$ cat src/hdl/sfr_pkg.sv
// shared types, constants and helpers for the stream find-and-replace unit
`default_nettype none
package sfr_pkg;

  localparam int MAX_NEEDLE  = 8;
  localparam int MAX_REPL    = 8;
  localparam int BYTE_W      = 8;
  localparam int LEN_W       = 4;
  localparam int WIN_IDX_W   = 3;
  localparam int BURST_BYTES = 8;
  localparam int BURST_W     = BURST_BYTES * BYTE_W;
  localparam int CFG_IDX_W   = 2;
  localparam int CFG_DATA_W  = 64;

  // configuration register indexes
  localparam logic [CFG_IDX_W-1:0] REG_NEEDLE_BYTES = 2'd0;
  localparam logic [CFG_IDX_W-1:0] REG_NEEDLE_LEN   = 2'd1;
  localparam logic [CFG_IDX_W-1:0] REG_REPL_BYTES   = 2'd2;
  localparam logic [CFG_IDX_W-1:0] REG_REPL_LEN     = 2'd3;

  // effective configuration as seen by the front end
  typedef struct packed {
    logic [BURST_W-1:0] needle;
    logic [LEN_W-1:0]   nlen;
    logic [BURST_W-1:0] repl;
    logic [LEN_W-1:0]   rlen;
  } cfg_t;

  // one burst of result bytes caused by one input transaction
  typedef struct packed {
    logic [BURST_W-1:0] bytes;
    logic [LEN_W-1:0]   cnt;
    logic               last;
  } desc_t;

  // needle length, zero acts as one, clamped to the window size
  function automatic logic [LEN_W-1:0] eff_nlen(input logic [LEN_W-1:0] n);
    logic [LEN_W-1:0] r;
    r = n;
    if (n == '0) r = LEN_W'(1);
    if (n > LEN_W'(MAX_NEEDLE)) r = LEN_W'(MAX_NEEDLE);
    return r;
  endfunction

  // replacement length clamped to the burst size
  function automatic logic [LEN_W-1:0] eff_rlen(input logic [LEN_W-1:0] n);
    logic [LEN_W-1:0] r;
    r = n;
    if (n > LEN_W'(MAX_REPL)) r = LEN_W'(MAX_REPL);
    return r;
  endfunction

endpackage
`default_nettype wire

$ cat src/hdl/sfr_front.sv
// front end: pending window, needle compare and burst classification
`default_nettype none
module sfr_front (
  input  wire logic                        clk,
  input  wire logic                        rst_n,
  input  wire sfr_pkg::cfg_t               cfg,
  input  wire logic                        clr,
  input  wire logic                        in_accept,
  input  wire logic [sfr_pkg::BYTE_W-1:0]  in_byte,
  input  wire logic                        in_last,
  output logic                             push,
  output sfr_pkg::desc_t                   desc
);

  logic [sfr_pkg::BYTE_W-1:0]  win_r   [sfr_pkg::MAX_NEEDLE];
  logic [sfr_pkg::BYTE_W-1:0]  win_nxt [sfr_pkg::MAX_NEEDLE];
  logic [sfr_pkg::BYTE_W-1:0]  win_app [sfr_pkg::MAX_NEEDLE];
  logic [sfr_pkg::LEN_W-1:0]   cnt_r, cnt_nxt, cnt_app;
  logic [sfr_pkg::BURST_W-1:0] app_flat;
  logic [sfr_pkg::MAX_NEEDLE-1:0] eq;
  logic                        full, match;

  // append the new byte and compare the window against the needle
  always_comb begin
    for (int i = 0; i < sfr_pkg::MAX_NEEDLE; i++) begin
      win_app[i] = (cnt_r == sfr_pkg::LEN_W'(i)) ? in_byte : win_r[i];
      app_flat[i*sfr_pkg::BYTE_W +: sfr_pkg::BYTE_W] = win_app[i];
      eq[i] = (win_app[i] == cfg.needle[i*sfr_pkg::BYTE_W +: sfr_pkg::BYTE_W]) ||
              (sfr_pkg::LEN_W'(i) >= cfg.nlen);
    end
    cnt_app = cnt_r + sfr_pkg::LEN_W'(1);
    full    = (cnt_app >= cfg.nlen);
    match   = full && (&eq);
  end

  // classify: replacement, flush, oldest byte out, or keep filling
  always_comb begin
    desc.bytes = '0;
    desc.cnt   = '0;
    desc.last  = in_last;
    cnt_nxt    = cnt_app;
    win_nxt    = win_app;
    if (match) begin
      desc.bytes = cfg.repl;
      desc.cnt   = cfg.rlen;
      cnt_nxt    = '0;
    end else if (in_last) begin
      desc.bytes = app_flat;
      desc.cnt   = cnt_app;
      cnt_nxt    = '0;
    end else if (full) begin
      desc.bytes = sfr_pkg::BURST_W'(win_app[0]);
      desc.cnt   = sfr_pkg::LEN_W'(1);
      cnt_nxt    = cnt_app - sfr_pkg::LEN_W'(1);
      for (int i = 0; i < sfr_pkg::MAX_NEEDLE - 1; i++) begin
        win_nxt[i] = win_app[i+1];
      end
    end
    push = in_accept && ((desc.cnt != '0) || in_last);
  end

  // pending count
  always_ff @(posedge clk) begin
    if (!rst_n) begin
      cnt_r <= '0;
    end else if (clr) begin
      cnt_r <= '0;
    end else if (in_accept) begin
      cnt_r <= cnt_nxt;
    end
  end

  // window bytes
  always_ff @(posedge clk) begin
    if (in_accept) begin
      win_r <= win_nxt;
    end
  end

endmodule
`default_nettype wire

$ cat src/hdl/sfr_queue.sv
// two-entry burst queue between front and back end
`default_nettype none
module sfr_queue (
  input  wire logic           clk,
  input  wire logic           rst_n,
  input  wire logic           push,
  input  wire sfr_pkg::desc_t push_desc,
  input  wire logic           pop,
  output sfr_pkg::desc_t      head,
  output logic                empty,
  output logic                full
);

  sfr_pkg::desc_t q_r [2];
  logic           wr_ptr_r, rd_ptr_r;
  logic [1:0]     count_r;

  assign head  = q_r[rd_ptr_r];
  assign empty = (count_r == 2'd0);
  assign full  = (count_r == 2'd2);

  // pointers and fill count
  always_ff @(posedge clk) begin
    if (!rst_n) begin
      wr_ptr_r <= 1'b0;
      rd_ptr_r <= 1'b0;
      count_r  <= 2'd0;
    end else begin
      if (push) wr_ptr_r <= ~wr_ptr_r;
      if (pop)  rd_ptr_r <= ~rd_ptr_r;
      count_r <= count_r + {1'b0, push} - {1'b0, pop};
    end
  end

  // entry storage
  always_ff @(posedge clk) begin
    if (push) begin
      q_r[wr_ptr_r] <= push_desc;
    end
  end

endmodule
`default_nettype wire

$ cat src/hdl/sfr_back.sv
// back end: serializes bursts into output bytes through an output register
`default_nettype none
module sfr_back (
  input  wire logic                       clk,
  input  wire logic                       rst_n,
  input  wire sfr_pkg::desc_t             head,
  input  wire logic                       empty,
  output logic                            pop,
  output logic                            out_tvalid,
  input  wire logic                       out_tready,
  output logic [sfr_pkg::BYTE_W-1:0]      out_tdata,
  output logic                            out_tuser,
  output logic                            out_tlast
);

  logic [sfr_pkg::WIN_IDX_W-1:0] idx_r, idx_nxt;
  logic                          vld_r;
  logic [sfr_pkg::BYTE_W-1:0]    data_r, data_nxt;
  logic                          user_r, user_nxt, last_r, last_nxt;
  logic                          load, final_byte, marker;

  // pick the next byte of the head burst
  always_comb begin
    load       = !empty && (!vld_r || out_tready);
    marker     = (head.cnt == '0);
    final_byte = marker ||
                 ({1'b0, idx_r} == head.cnt - sfr_pkg::LEN_W'(1));
    data_nxt   = marker ? '0 :
                 sfr_pkg::BYTE_W'(head.bytes >> {idx_r, 3'b000});
    user_nxt   = !marker;
    last_nxt   = head.last && final_byte;
    pop        = load && final_byte;
    idx_nxt    = idx_r;
    if (load) begin
      idx_nxt = final_byte ? '0 : idx_r + sfr_pkg::WIN_IDX_W'(1);
    end
  end

  // control state
  always_ff @(posedge clk) begin
    if (!rst_n) begin
      vld_r <= 1'b0;
      idx_r <= '0;
    end else begin
      idx_r <= idx_nxt;
      if (load) begin
        vld_r <= 1'b1;
      end else if (out_tready) begin
        vld_r <= 1'b0;
      end
    end
  end

  // output payload
  always_ff @(posedge clk) begin
    if (load) begin
      data_r <= data_nxt;
      user_r <= user_nxt;
      last_r <= last_nxt;
    end
  end

  assign out_tvalid = vld_r;
  assign out_tdata  = data_r;
  assign out_tuser  = user_r;
  assign out_tlast  = last_r;

endmodule
`default_nettype wire

$ cat src/hdl/stream_find_and_replace_unit.sv
// top level of the stream find-and-replace unit with its register file
// result path: an accepted byte's burst is written into the queue, then loaded into the output
//   register, which drives out_tvalid
// throughput: one input byte per cycle while each byte yields at most one result and out_tready
//   holds; a burst is sent byte by byte, input stalls once both queue entries are taken
// reset: synchronous active low; clears window count, queue, output valid; needle_length 1, rest 0
`default_nettype none
module stream_find_and_replace_unit (
  input  wire logic                             clk,
  input  wire logic                             rst_n,
  input  wire logic                             in_tvalid,
  output logic                                  in_tready,
  input  wire logic [7:0]                       in_tdata,   // [7:0] in_byte
  input  wire logic                             in_tlast,
  output logic                                  out_tvalid,
  input  wire logic                             out_tready,
  output logic [7:0]                            out_tdata,  // [7:0] out_byte
  output logic                                  out_tuser,  // [0] out_valid
  output logic                                  out_tlast,
  input  wire logic                             cfg_we,
  input  wire logic [sfr_pkg::CFG_IDX_W-1:0]    cfg_index,
  input  wire logic [sfr_pkg::CFG_DATA_W-1:0]   cfg_data
);

  logic [sfr_pkg::BURST_W-1:0] needle_r, repl_r;
  logic [sfr_pkg::LEN_W-1:0]   nlen_r, rlen_r;
  sfr_pkg::cfg_t               cfg;
  sfr_pkg::desc_t              push_desc, head;
  logic                        clr, in_accept, push, pop, q_empty, q_full;

  // configuration registers
  always_ff @(posedge clk) begin
    if (!rst_n) begin
      needle_r <= '0;
      nlen_r   <= sfr_pkg::LEN_W'(1);
      repl_r   <= '0;
      rlen_r   <= '0;
    end else if (cfg_we) begin
      case (cfg_index)
        sfr_pkg::REG_NEEDLE_BYTES: needle_r <= cfg_data;
        sfr_pkg::REG_NEEDLE_LEN:   nlen_r   <= cfg_data[sfr_pkg::LEN_W-1:0];
        sfr_pkg::REG_REPL_BYTES:   repl_r   <= cfg_data;
        sfr_pkg::REG_REPL_LEN:     rlen_r   <= cfg_data[sfr_pkg::LEN_W-1:0];
        default: ;
      endcase
    end
  end

  // effective configuration and handshake
  always_comb begin
    cfg.needle = needle_r;
    cfg.nlen   = sfr_pkg::eff_nlen(nlen_r);
    cfg.repl   = repl_r;
    cfg.rlen   = sfr_pkg::eff_rlen(rlen_r);
  end

  assign clr       = cfg_we && (cfg_index == sfr_pkg::REG_NEEDLE_LEN);
  assign in_tready = !q_full;
  assign in_accept = in_tvalid && in_tready;

  sfr_front u_front (
    .clk       (clk),
    .rst_n     (rst_n),
    .cfg       (cfg),
    .clr       (clr),
    .in_accept (in_accept),
    .in_byte   (in_tdata),
    .in_last   (in_tlast),
    .push      (push),
    .desc      (push_desc)
  );

  sfr_queue u_queue (
    .clk       (clk),
    .rst_n     (rst_n),
    .push      (push),
    .push_desc (push_desc),
    .pop       (pop),
    .head      (head),
    .empty     (q_empty),
    .full      (q_full)
  );

  sfr_back u_back (
    .clk        (clk),
    .rst_n      (rst_n),
    .head       (head),
    .empty      (q_empty),
    .pop        (pop),
    .out_tvalid (out_tvalid),
    .out_tready (out_tready),
    .out_tdata  (out_tdata),
    .out_tuser  (out_tuser),
    .out_tlast  (out_tlast)
  );

endmodule
`default_nettype wire

$ cat config.mk
export PLATFORM = sky130hd
export DESIGN_NAME = stream_find_and_replace_unit
export DESIGN_NICKNAME = d
export VERILOG_FILES = /design/src/hdl/sfr_pkg.sv /design/src/hdl/sfr_front.sv /design/src/hdl/sfr_queue.sv /design/src/hdl/sfr_back.sv /design/src/hdl/stream_find_and_replace_unit.sv
export SDC_FILE = /design/constraint.sdc
export NUM_CORES = 1
export LEC_CHECK = 0
export BUFFER_PORTS_ARGS = -buffer_cell sky130_fd_sc_hd__buf_4
export CORE_MARGIN = 8
export CORE_UTILIZATION = 36
export DETAILED_ROUTE_END_ITERATION = 12
export GPL_TIMING_DRIVEN = 0
export HOLD_SLACK_MARGIN = 0.1
export PLACE_DENSITY_LB_ADDON = 0.15
export SLEW_MARGIN = 20
export SYNTH_ARGS = -nofsm -noshare
export SYNTH_HDL_FRONTEND = slang
export SYNTH_SLANG_ARGS = --single-unit
$ cat constraint.sdc
create_clock -name clk -period 7.71 [get_ports clk]
set_input_delay 0 -clock clk [delete_from_list [all_inputs] [get_ports clk]]
set_output_delay 0 -clock clk [all_outputs]
set_load 0.02 [all_outputs]
* Yosys cells after proc, flatten, opt, wreduce, memory -nomap -nowiden *
Memories as Yosys holds them, arrays and structs flattened. A register that Yosys moved wholly into a read port is not among the register bits.
Cells that the tools add are included.

storage, ports and cells
  bits of input ports = 80
  output and inout bits = 12
  logic and storage cells = 125
  memories kept = 1
  RAM bits = 138
  flip-flop bits (word level) = 222

cells by class
  shifts and indexed selects = 1
  eq/ne operators = 20
  multiplexer cells = 27
  $add $sub $neg = 6
  bitwise gates (word level) = 3
  $lt $le $gt $ge = 11
  reductions and logical operators = 35

memories
  name         words  width  read ports  clocked after Yosys merged registers in  write ports  line             RTL
  u_queue.q_r  2      69     1           1                                        1            sfr_queue.sv:14  sfr_pkg::desc_t q_r [2];

operators with widths
  kind                 number
  $mux 56              3
  $mux 68              2
  $eq 8x8->1           8
  $mux 8               8
  $shr 64x6->8         1
  $mux 4               6
  $eq 4x3->1 const B   4
  $ge 3x4->1 const A   4
  $logic_not 4->1      3
  $mux 12              1
  $logic_or 1x1->1     11
  $eq 4x2->1 const B   2
  $ge 1x4->1 const A   2
  $ge 2x4->1 const A   2
  $gt 4x4->1 const B   2
  $reduce_and 2->1     4
  $reduce_and 8->1     1
  $sub 4x1->4 const B  2
  $logic_and 1x1->1    7
  $eq 2x2->1 const B   3
  $mux 1               6
  $add 4x1->4 const B  1
  $eq 3x4->1           1
  $eq 4x1->1 const B   1
  12 further kinds     18

* Longest topological paths before layout *
Gate-level depths: netlist of the first run.

  word-level depth = 13
  depth in mapped cells = 16
  depth with buffers taken out = 16

* By module *
Synthesis of the first run repeated with hierarchy kept, for this count alone.

second synthesis, totals
  cell total of the unflattened synthesis = 1,717
  area, all modules = 18,519.0 µm²

by module, submodules not included
  module                        area an instance (µm²)  cells an instance  sequential area each (µm²)  instances
  sfr_front                     6,941.7                 867                2,001.9                     1
  sfr_queue                     5,246.3                 236                4,244.1                     1
  stream_find_and_replace_unit  5,200.0                 525                2,722.6                     1
  sfr_back                      1,131.1                 89                 380.4                       1

* Least setup slack after synthesis of the first run *
No wires, ideal clock.

  path type = reg-to-reg
  start = register u_front.cnt_r[0] in the netlist's numbering
  end = memory u_queue.q_r[0][0] in the netlist's numbering, enable pin
  arrival time = 5,892 ps
  stages on the path, launching flop included = 13
  required time = 7,205 ps
  buffers on the path = 1
  setup time = 505 ps
  clock period less this slack = 6,396 ps
  setup slack = 1,314 ps
  path through = dfxtp_1 -> inv_1 -> ha_1 -> nor3b_1 -> buf_2 -> mux2i_1 -> xnor2_1 -> nor4_1 -> nand4_1 -> nor4_1 -> o2111a_2 -> mux2_2 -> nor2b_1

between the ends
  longest elaborated chain between the ends = 12
  elaborated cells on any way between the ends = 44
  those cells by class = 1 x add/sub; 1 x order compare; 15 x eq/ne; 13 x mux; 14 x reduce/logical

ends and longest elaborated chain
  item                                                 line             RTL
  from (decl)                                          sfr_front.sv:18  logic [sfr_pkg::LEN_W-1:0] cnt_r, cnt_nxt, cnt_app;
  from (signal assigned)                               sfr_front.sv:69  cnt_r <= cnt_nxt;
  branches (longest 6 deep; another with $add 4x1->4)  --
  $mux 68 (*)                                          sfr_front.sv:43  if (match) begin
  $reduce_bool 4->1 (*)                                sfr_front.sv:59  push = in_accept && ((desc.cnt != '0) || in_last);
  $logic_or 1x1->1 (*)                                 sfr_front.sv:59
  $logic_and 1x1->1 (*)                                sfr_front.sv:59
  $mux 1 (*)                                           sfr_queue.sv:37  if (push) begin
  $mux 1 (implied by the code) (*)                     sfr_queue.sv:38  q_r[wr_ptr_r] <= push_desc;
  to (decl)                                            sfr_queue.sv:14

Mark *: on every way between the ends.

* Worst setup path in the final report of the first run *
  start = register u_front.cnt_r[0] in the netlist's numbering
  end = memory u_queue.q_r[0][54] in the netlist's numbering, enable pin

Same word-level chain as after synthesis.

==> results.sh, run 1 <==
export IMPL_async_reset_ff_share_pct=0
export IMPL_power_per_cell_area_nw_per_um2=265
export IMPL_fin_worst_skew_ns=0.0197
export IMPL_yosysWarnings=0
export IMPL_path_cells="inv_1, ha_1, nor3b_1, buf_2, mux2i_1, xnor2_1, nor4_1, nand4_1, nor4_1, o2111a_2, mux2_2, nor2b_4, buf_16, buf_12"
export IMPL_synth_top_area_share_pct=35.3
export IMPL_drv_slew=0
export IMPL_cts_root_buf="clkbuf_16"
export IMPL_dp_hpwl_mm=46.8
export IMPL_grt_overflow_total=0
export IMPL_rows=82
export IMPL_cts_sinks=361
export IMPL_synth_top_cell_by_area="edfxtp_1"
export IMPL_max_stage_delay_ns=0.65
export IMPL_drive_gt1_share_pct=12.4
export IMPL_endpoint_kind="flop"
export IMPL_start_kind="flop"
export IMPL_clk_pin_slew_ns=0.06
export IMPL_vdd_drop_max_v=0.000131
export IMPL_design_power_total_mw=5.77
export IMPL_cap_violations=0
export IMPL_max_freq_mhz=191
export IMPL_cts_resized=0
export IMPL_die_width_um=240
export IMPL_crit_arrival_ns=5.49
export IMPL_yosysSeqAreaShare_pct=51.8
export IMPL_io_buffers=88
export IMPL_synth_edf_count=212
export IMPL_period_needed_ns=5.24
export IMPL_p_leak_nw=7.89
export IMPL_cts_buffers=41
export IMPL_core_area_um2=49900
export IMPL_ant_nets=0
export IMPL_stdcell_count=2702
export IMPL_syn_area_um2=18100
export IMPL_cts_max_level=2
export IMPL_synth_seq_cells=361
export IMPL_die_area_um2=57600
export IMPL_avgViaCountPerCell=5.38
export IMPL_required_ns=7.96
export IMPL_wire_per_inst_um=23.1
export IMPL_path_delay_family="simple AND/OR/NAND/NOR gates"
export IMPL_grt_max_degree=52
export IMPL_worstMarginPinSlew_ns=1.16
export IMPL_crit_buf_inv=4
export IMPL_hold_viol_final=0
export IMPL_status="finished clean"
export IMPL_grt_pass1_vias=14551
export IMPL_crit_fanout=23
export IMPL_fin_nets=2088
export IMPL_ys_types=70
export IMPL_clockBufferDepth=3
export IMPL_area_delta_synth_final_pct=20.6
export IMPL_post_cts_setup_buffers=0
export IMPL_track_usage_pct=21.4
export IMPL_synth_cells=1784
export IMPL_syn_avg_cell_area_um2=10.1
export IMPL_rsz0062_at_grt="no"
export IMPL_drc=0
export IMPL_worstSetupPathType="reg2reg"
export IMPL_hold_class="in2reg"
export IMPL_io_pins=92
export IMPL_synth_nets=1876
export IMPL_antenna_found_initial=3
export IMPL_vias=14549
export IMPL_insertion_delay_ns=0.56
export IMPL_dr_first_iter_drc_count=1136
export IMPL_crit_top_cell="nor4_1"
export IMPL_start_util_pct=36.2
export IMPL_die_h_um=240
export IMPL_layout_commonest_cell="nand2_1"
export IMPL_crit_slowest_cell="nor3b_1"
export IMPL_cts_tree="yes"
export IMPL_post_route_period_util_pct=68.0
export IMPL_yosys_top_cells_area="edfxtp_1, dfxtp_1, nand2_1"
export IMPL_totalWireLength_mm=62.4
export IMPL_setup_viol=0
export IMPL_grt_pass1_wl_mm=92.9
export IMPL_synthFlopType="edfxtp_1"
export IMPL_relSlewSlack_pct=22.4
export IMPL_place_congestion=0.901
export IMPL_first_pass_iters=8
export IMPL_layout_common_cells="nand2_1, edfxtp_1, dfxtp_1"
export IMPL_dp_cells=2550
[per-layer routing]
metal | GRT usage, % | routed length (um) | vias up
li1 | - | - | 6835
met5 | 0 | 13 | -
met3 | 3.43 | 3430 | 123
met4 | 8.16 | 2190 | 2
met2 | 34.4 | 28700 | 469
met1 | 29.0 | 28000 | 7120
[what timing repair did]
| item | 4_1_cts | 5_1_grt |
|---|---|---|
| hold endpoints to repair | 149 | 0 |
| hold buffers | 75 | 0 |
| endpoints found under the setup margin | 0 | 0 |
[sequential cells by signal, indices dropped and copies added (netlist names), 2 cells and up, named ones only]
name,flops
rlen_r,4
u_queue.q_r,138
u_front.cnt_r,4
repl_r,64
u_back.idx_r,3
nlen_r,4
u_back.out_tdata,8
u_queue.count_r,2
needle_r,64
u_front.win_r,64
[tightest hold or removal path: stages]
cell and delay [ns]:
buf_4 0.15, nor4bb_1 0.19, o211ai_1 0.19, nand2_1 0.06
[stage by stage]
step                      setup TNS [ns]  instance area [um2]  util [%]  setup WS, ns  hold WS, ns
after floorplan                        0                18100         -          1.31       0.0989
after global placement           -115.02                19600      39.2         -1.67        0.272
after detailed placement               0                19700      39.5          2.45        0.276
after CTS                              0                21800      43.7          2.35        0.165
after global routing                   0                21800      43.7          2.08        0.202
final                                  0                21800      43.7          2.47        0.199
[where the power goes]
| group | total [mW] | internal [mW] | switching (mW) |
|---|---|---|---|
| logic | 1.36 | 0.553 | 0.806 |
| clock network | 1.92 | 1.12 | 0.802 |
| registers | 2.49 | 2.39 | 0.0962 |
[cells in the mapped netlist (13+ instances only)]
library cell,number
mux4_2,40
clkbuf_1,91
mux2i_1,35
o22ai_1,46
nor3_1,19
edfxtp_1,212
nand3b_1,16
inv_1,47
dfxtp_1,149
o21ai_1,39
nand2_1,442
xor2_1,16
nor2_1,55
o211ai_1,37
o21ai_0,44
a21oi_1,43
a21boi_0,132
and2_1,37
nand2b_1,13
xnor2_1,22
buf_6,15
nor2b_1,32
[logic make-up (layout without fill, tap and decap cells)]
logic type,count (synthesis),after routing,synth area share [%]
AOI/OAI and AO/OA,426,426,16.0
muxes,82,82,7.37
adders and majority gates,12,12,0.831
xor gates and xnor gates,38,38,1.84
DFF,361,361,51.8
buffers and inverters,176,420,4.39
other,0,2,0
and+or+nand+nor,689,689,17.8
[path summary, 6_finish.rpt]
| kind | start | slack, ns | cells past startpoint | endpoint |
|---|---|---|---|---|
| max | u_front.cnt_r[0] | 2.47 | 14 | u_queue.q_r[0][54] |
| min reg2reg | repl_r[3] | 0.46 | 2 | repl_r[3] |
| max reg2reg | u_front.cnt_r[0] | 2.47 | 14 | u_queue.q_r[0][54] |
| min | in_tdata[7] | 0.20 | 4 | u_front.win_r[55] |
[area by class of cell]
| cell class | instances | area [um2] |
|---|---|---|
| inverters | 47 | 179 |
| repair buffers | 169 | 1550 |
| clock inverters | 12 | 92.6 |
| diodes | 2 | 5.00 |
| clock buffers | 63 | 1210 |
| plain buffers | 129 | 618 |
| fillers | 4923 | 28100 |
| flip-flops and latches | 361 | 9350 |
| multi-input cells | 1247 | 7930 |
| well taps | 672 | 841 |
Power figures use the tool's default switching activity.
==> run 2, diff against run 1 <==
==> constraint.sdc (replaced) <==
create_clock -name clk -period 4.4 [get_ports clk]
set_input_delay 0 -clock clk [delete_from_list [all_inputs] [get_ports clk]]
set_output_delay 0 -clock clk [all_outputs]
set_load 0.02 [all_outputs]
==> results.sh, run 2 (synthesized netlist as in run 1, its figures left out) <==
export IMPL_layout_commonest_cell="nand2_1"
export IMPL_area_delta_synth_final_pct=22.7
export IMPL_core_area_um2=49900
export IMPL_hold_worst_slack_ns=0.182
export IMPL_cts_root_buf="clkbuf_16"
export IMPL_vias=14702
export IMPL_fin_worst_skew_ns=0.0249
export IMPL_die_width_um=240
export IMPL_layout_common_cells="nand2_1, edfxtp_1, dfxtp_1"
export IMPL_crit_arrival_ns=4.56
export IMPL_worstMarginPinSlew_ns=1.14
export IMPL_rows=82
export IMPL_totalWireLength_mm=63.2
export IMPL_clk_pin_slew_ns=0.06
export IMPL_post_route_period_util_pct=97.2
export IMPL_p_leak_nw=8.10
export IMPL_io_buffers=88
export IMPL_cts_tree="yes"
export IMPL_die_h_um=240
export IMPL_rsz0062_at_grt="no"
export IMPL_drc=0
export IMPL_cts_max_level=2
export IMPL_power_per_cell_area_nw_per_um2=470
export IMPL_path_delay_family="compound AO/OA/AOI/OAI gates"
export IMPL_ant_nets=0
export IMPL_crit_slowest_cell="o21ai_0"
export IMPL_path_cells="inv_1, ha_2, nand3b_2, clkbuf_1, nand2_1, and2_1, o22a_1, a31oi_1, nor4_2, buf_4, o2111a_2, buf_4, clkbuf_2, o21ai_0"
export IMPL_insertion_delay_ns=0.59
export IMPL_cap_violations=0
export IMPL_place_congestion=0.897
export IMPL_start_kind="flop"
export IMPL_setup_viol=0
export IMPL_max_stage_delay_ns=0.70
export IMPL_dp_slack_ns=-0.815
export IMPL_design_power_total_mw=10.4
export IMPL_status="finished clean"
export IMPL_fin_util_pct=44.5
export IMPL_period_needed_ns=4.28
export IMPL_grt_max_degree=40
export IMPL_antenna_found_initial=5
export IMPL_dp_hpwl_mm=47.0
export IMPL_worstSetupPathType="reg2reg"
export IMPL_crit_top_cell="buf_4"
export IMPL_largest_reg_flops=138
export IMPL_r2r_start="u_front.cnt_r[0]"
export IMPL_fin_nets=2108
export IMPL_wire_per_inst_um=23.2
export IMPL_setup_slack_ns=0.123
export IMPL_hold_viol_final=0
export IMPL_die_area_um2=57600
export IMPL_endpoint_kind="flop"
export IMPL_track_usage_pct=21.7
export IMPL_crit_fanout=10
export IMPL_clockBufferDepth=3
export IMPL_grt_pass1_wl_mm=92.9
export IMPL_cts_sinks=361
export IMPL_first_pass_iters=7
export IMPL_relSlewSlack_pct=24.1
export IMPL_io_pins=92
export IMPL_crit_buf_inv=5
export IMPL_drv_slew=0
export IMPL_hold_class="in2reg"
export IMPL_regMostFlops="u_queue.q_r"
export IMPL_required_ns=4.68
export IMPL_grt_overflow_total=0
export IMPL_max_freq_mhz=234
export IMPL_grt_pass1_vias=14644
export IMPL_dp_cells=2550
export IMPL_avgViaCountPerCell=5.40
export IMPL_vdd_drop_max_v=0.000255
export IMPL_dr_first_iter_drc_count=1245
export IMPL_cts_buffers=43
export IMPL_stdcell_count=2723
export IMPL_hp_start="in_tdata[7]"
export IMPL_crit_start="u_front.cnt_r[0]"
export IMPL_drive_gt1_share_pct=14.4
export IMPL_start_util_pct=36.2
-- run 2: changes by cell type in the layout (fill, tap and decap cells not counted), moves of 3 or more --
cell | previous run | this run
buf_4 | 90 | 102
clkbuf_1 | 103 | 95
clkbuf_2 | 1 | 9
dlygate4sd3_1 | 75 | 82
a21oi_1 | 43 | 39
a21oi_2 | 1 | 5
o21ai_0 | 44 | 40
o21ai_2 | 0 | 4
buf_1 | 11 | 8
clkinv_2 | 3 | 6
ha_1 | 12 | 9
ha_2 | 0 | 3
-- run 2: where the power goes --
part	internal [mW]	total [mW]	switching, mW
combinational	0.996	2.42	1.43
clock	2.15	3.62	1.48
sequential	4.19	4.36	0.173
-- run 2: stage by stage --
stage | instance area, um2 | setup TNS, ns
3_5_place_dp | 19700 | -162.76
2_1_floorplan | 18100 | 0
4_1_cts | 22100 | -0.718
3_3_place_gp | 19600 | -291.83
6_report | 22200 | 0
5_1_grt | 22200 | 0
-- run 2: what timing repair did --
item / CTS / global route
hold buffers: 82 / 0
pin swaps: 1 / 4
cloned: 1 / 0
buffers inserted: 5 / 8
hold endpoints to repair: 151 / 0
endpoints found under the setup margin: 335 / 308
resized for setup: 20 / 11
-- run 2: worst min-delay path, cell delays in order --
cell	delay, ns
buf_4	0.15
nor4bb_1	0.19
o22ai_1	0.19
nand2_1	0.07
-- run 2: routing by layer --
metal	up-vias	share of wire [%]	GRT usage, %
li1	6888	-	-
met1	7178	43	28.7
met2	517	46	34.8
met3	119	6.8	3.75
met4	0	4.0	9.23
met5	-	0	0
-- run 2: final timing paths --
check	to	depth (start not counted)	slack [ns]
setup reg to reg	u_queue.q_r[0][42]	14	0.12
hold / removal	u_front.win_r[47]	4	0.18
setup / recovery	u_queue.q_r[0][42]	14	0.12
hold reg to reg	repl_r[39]	2	0.46
-- run 2: layout make-up --
cell class                 count  area, um2
tap                          672        841
buffer                       126        617
inverter                      47        179
antenna                        1       2.50
sequential                   361       9350
clock inverter                15        180
clock buffer                  64       1250
timing repair buffer         189       1730
fill                        4931      27700
multi-input combinational   1248       8020
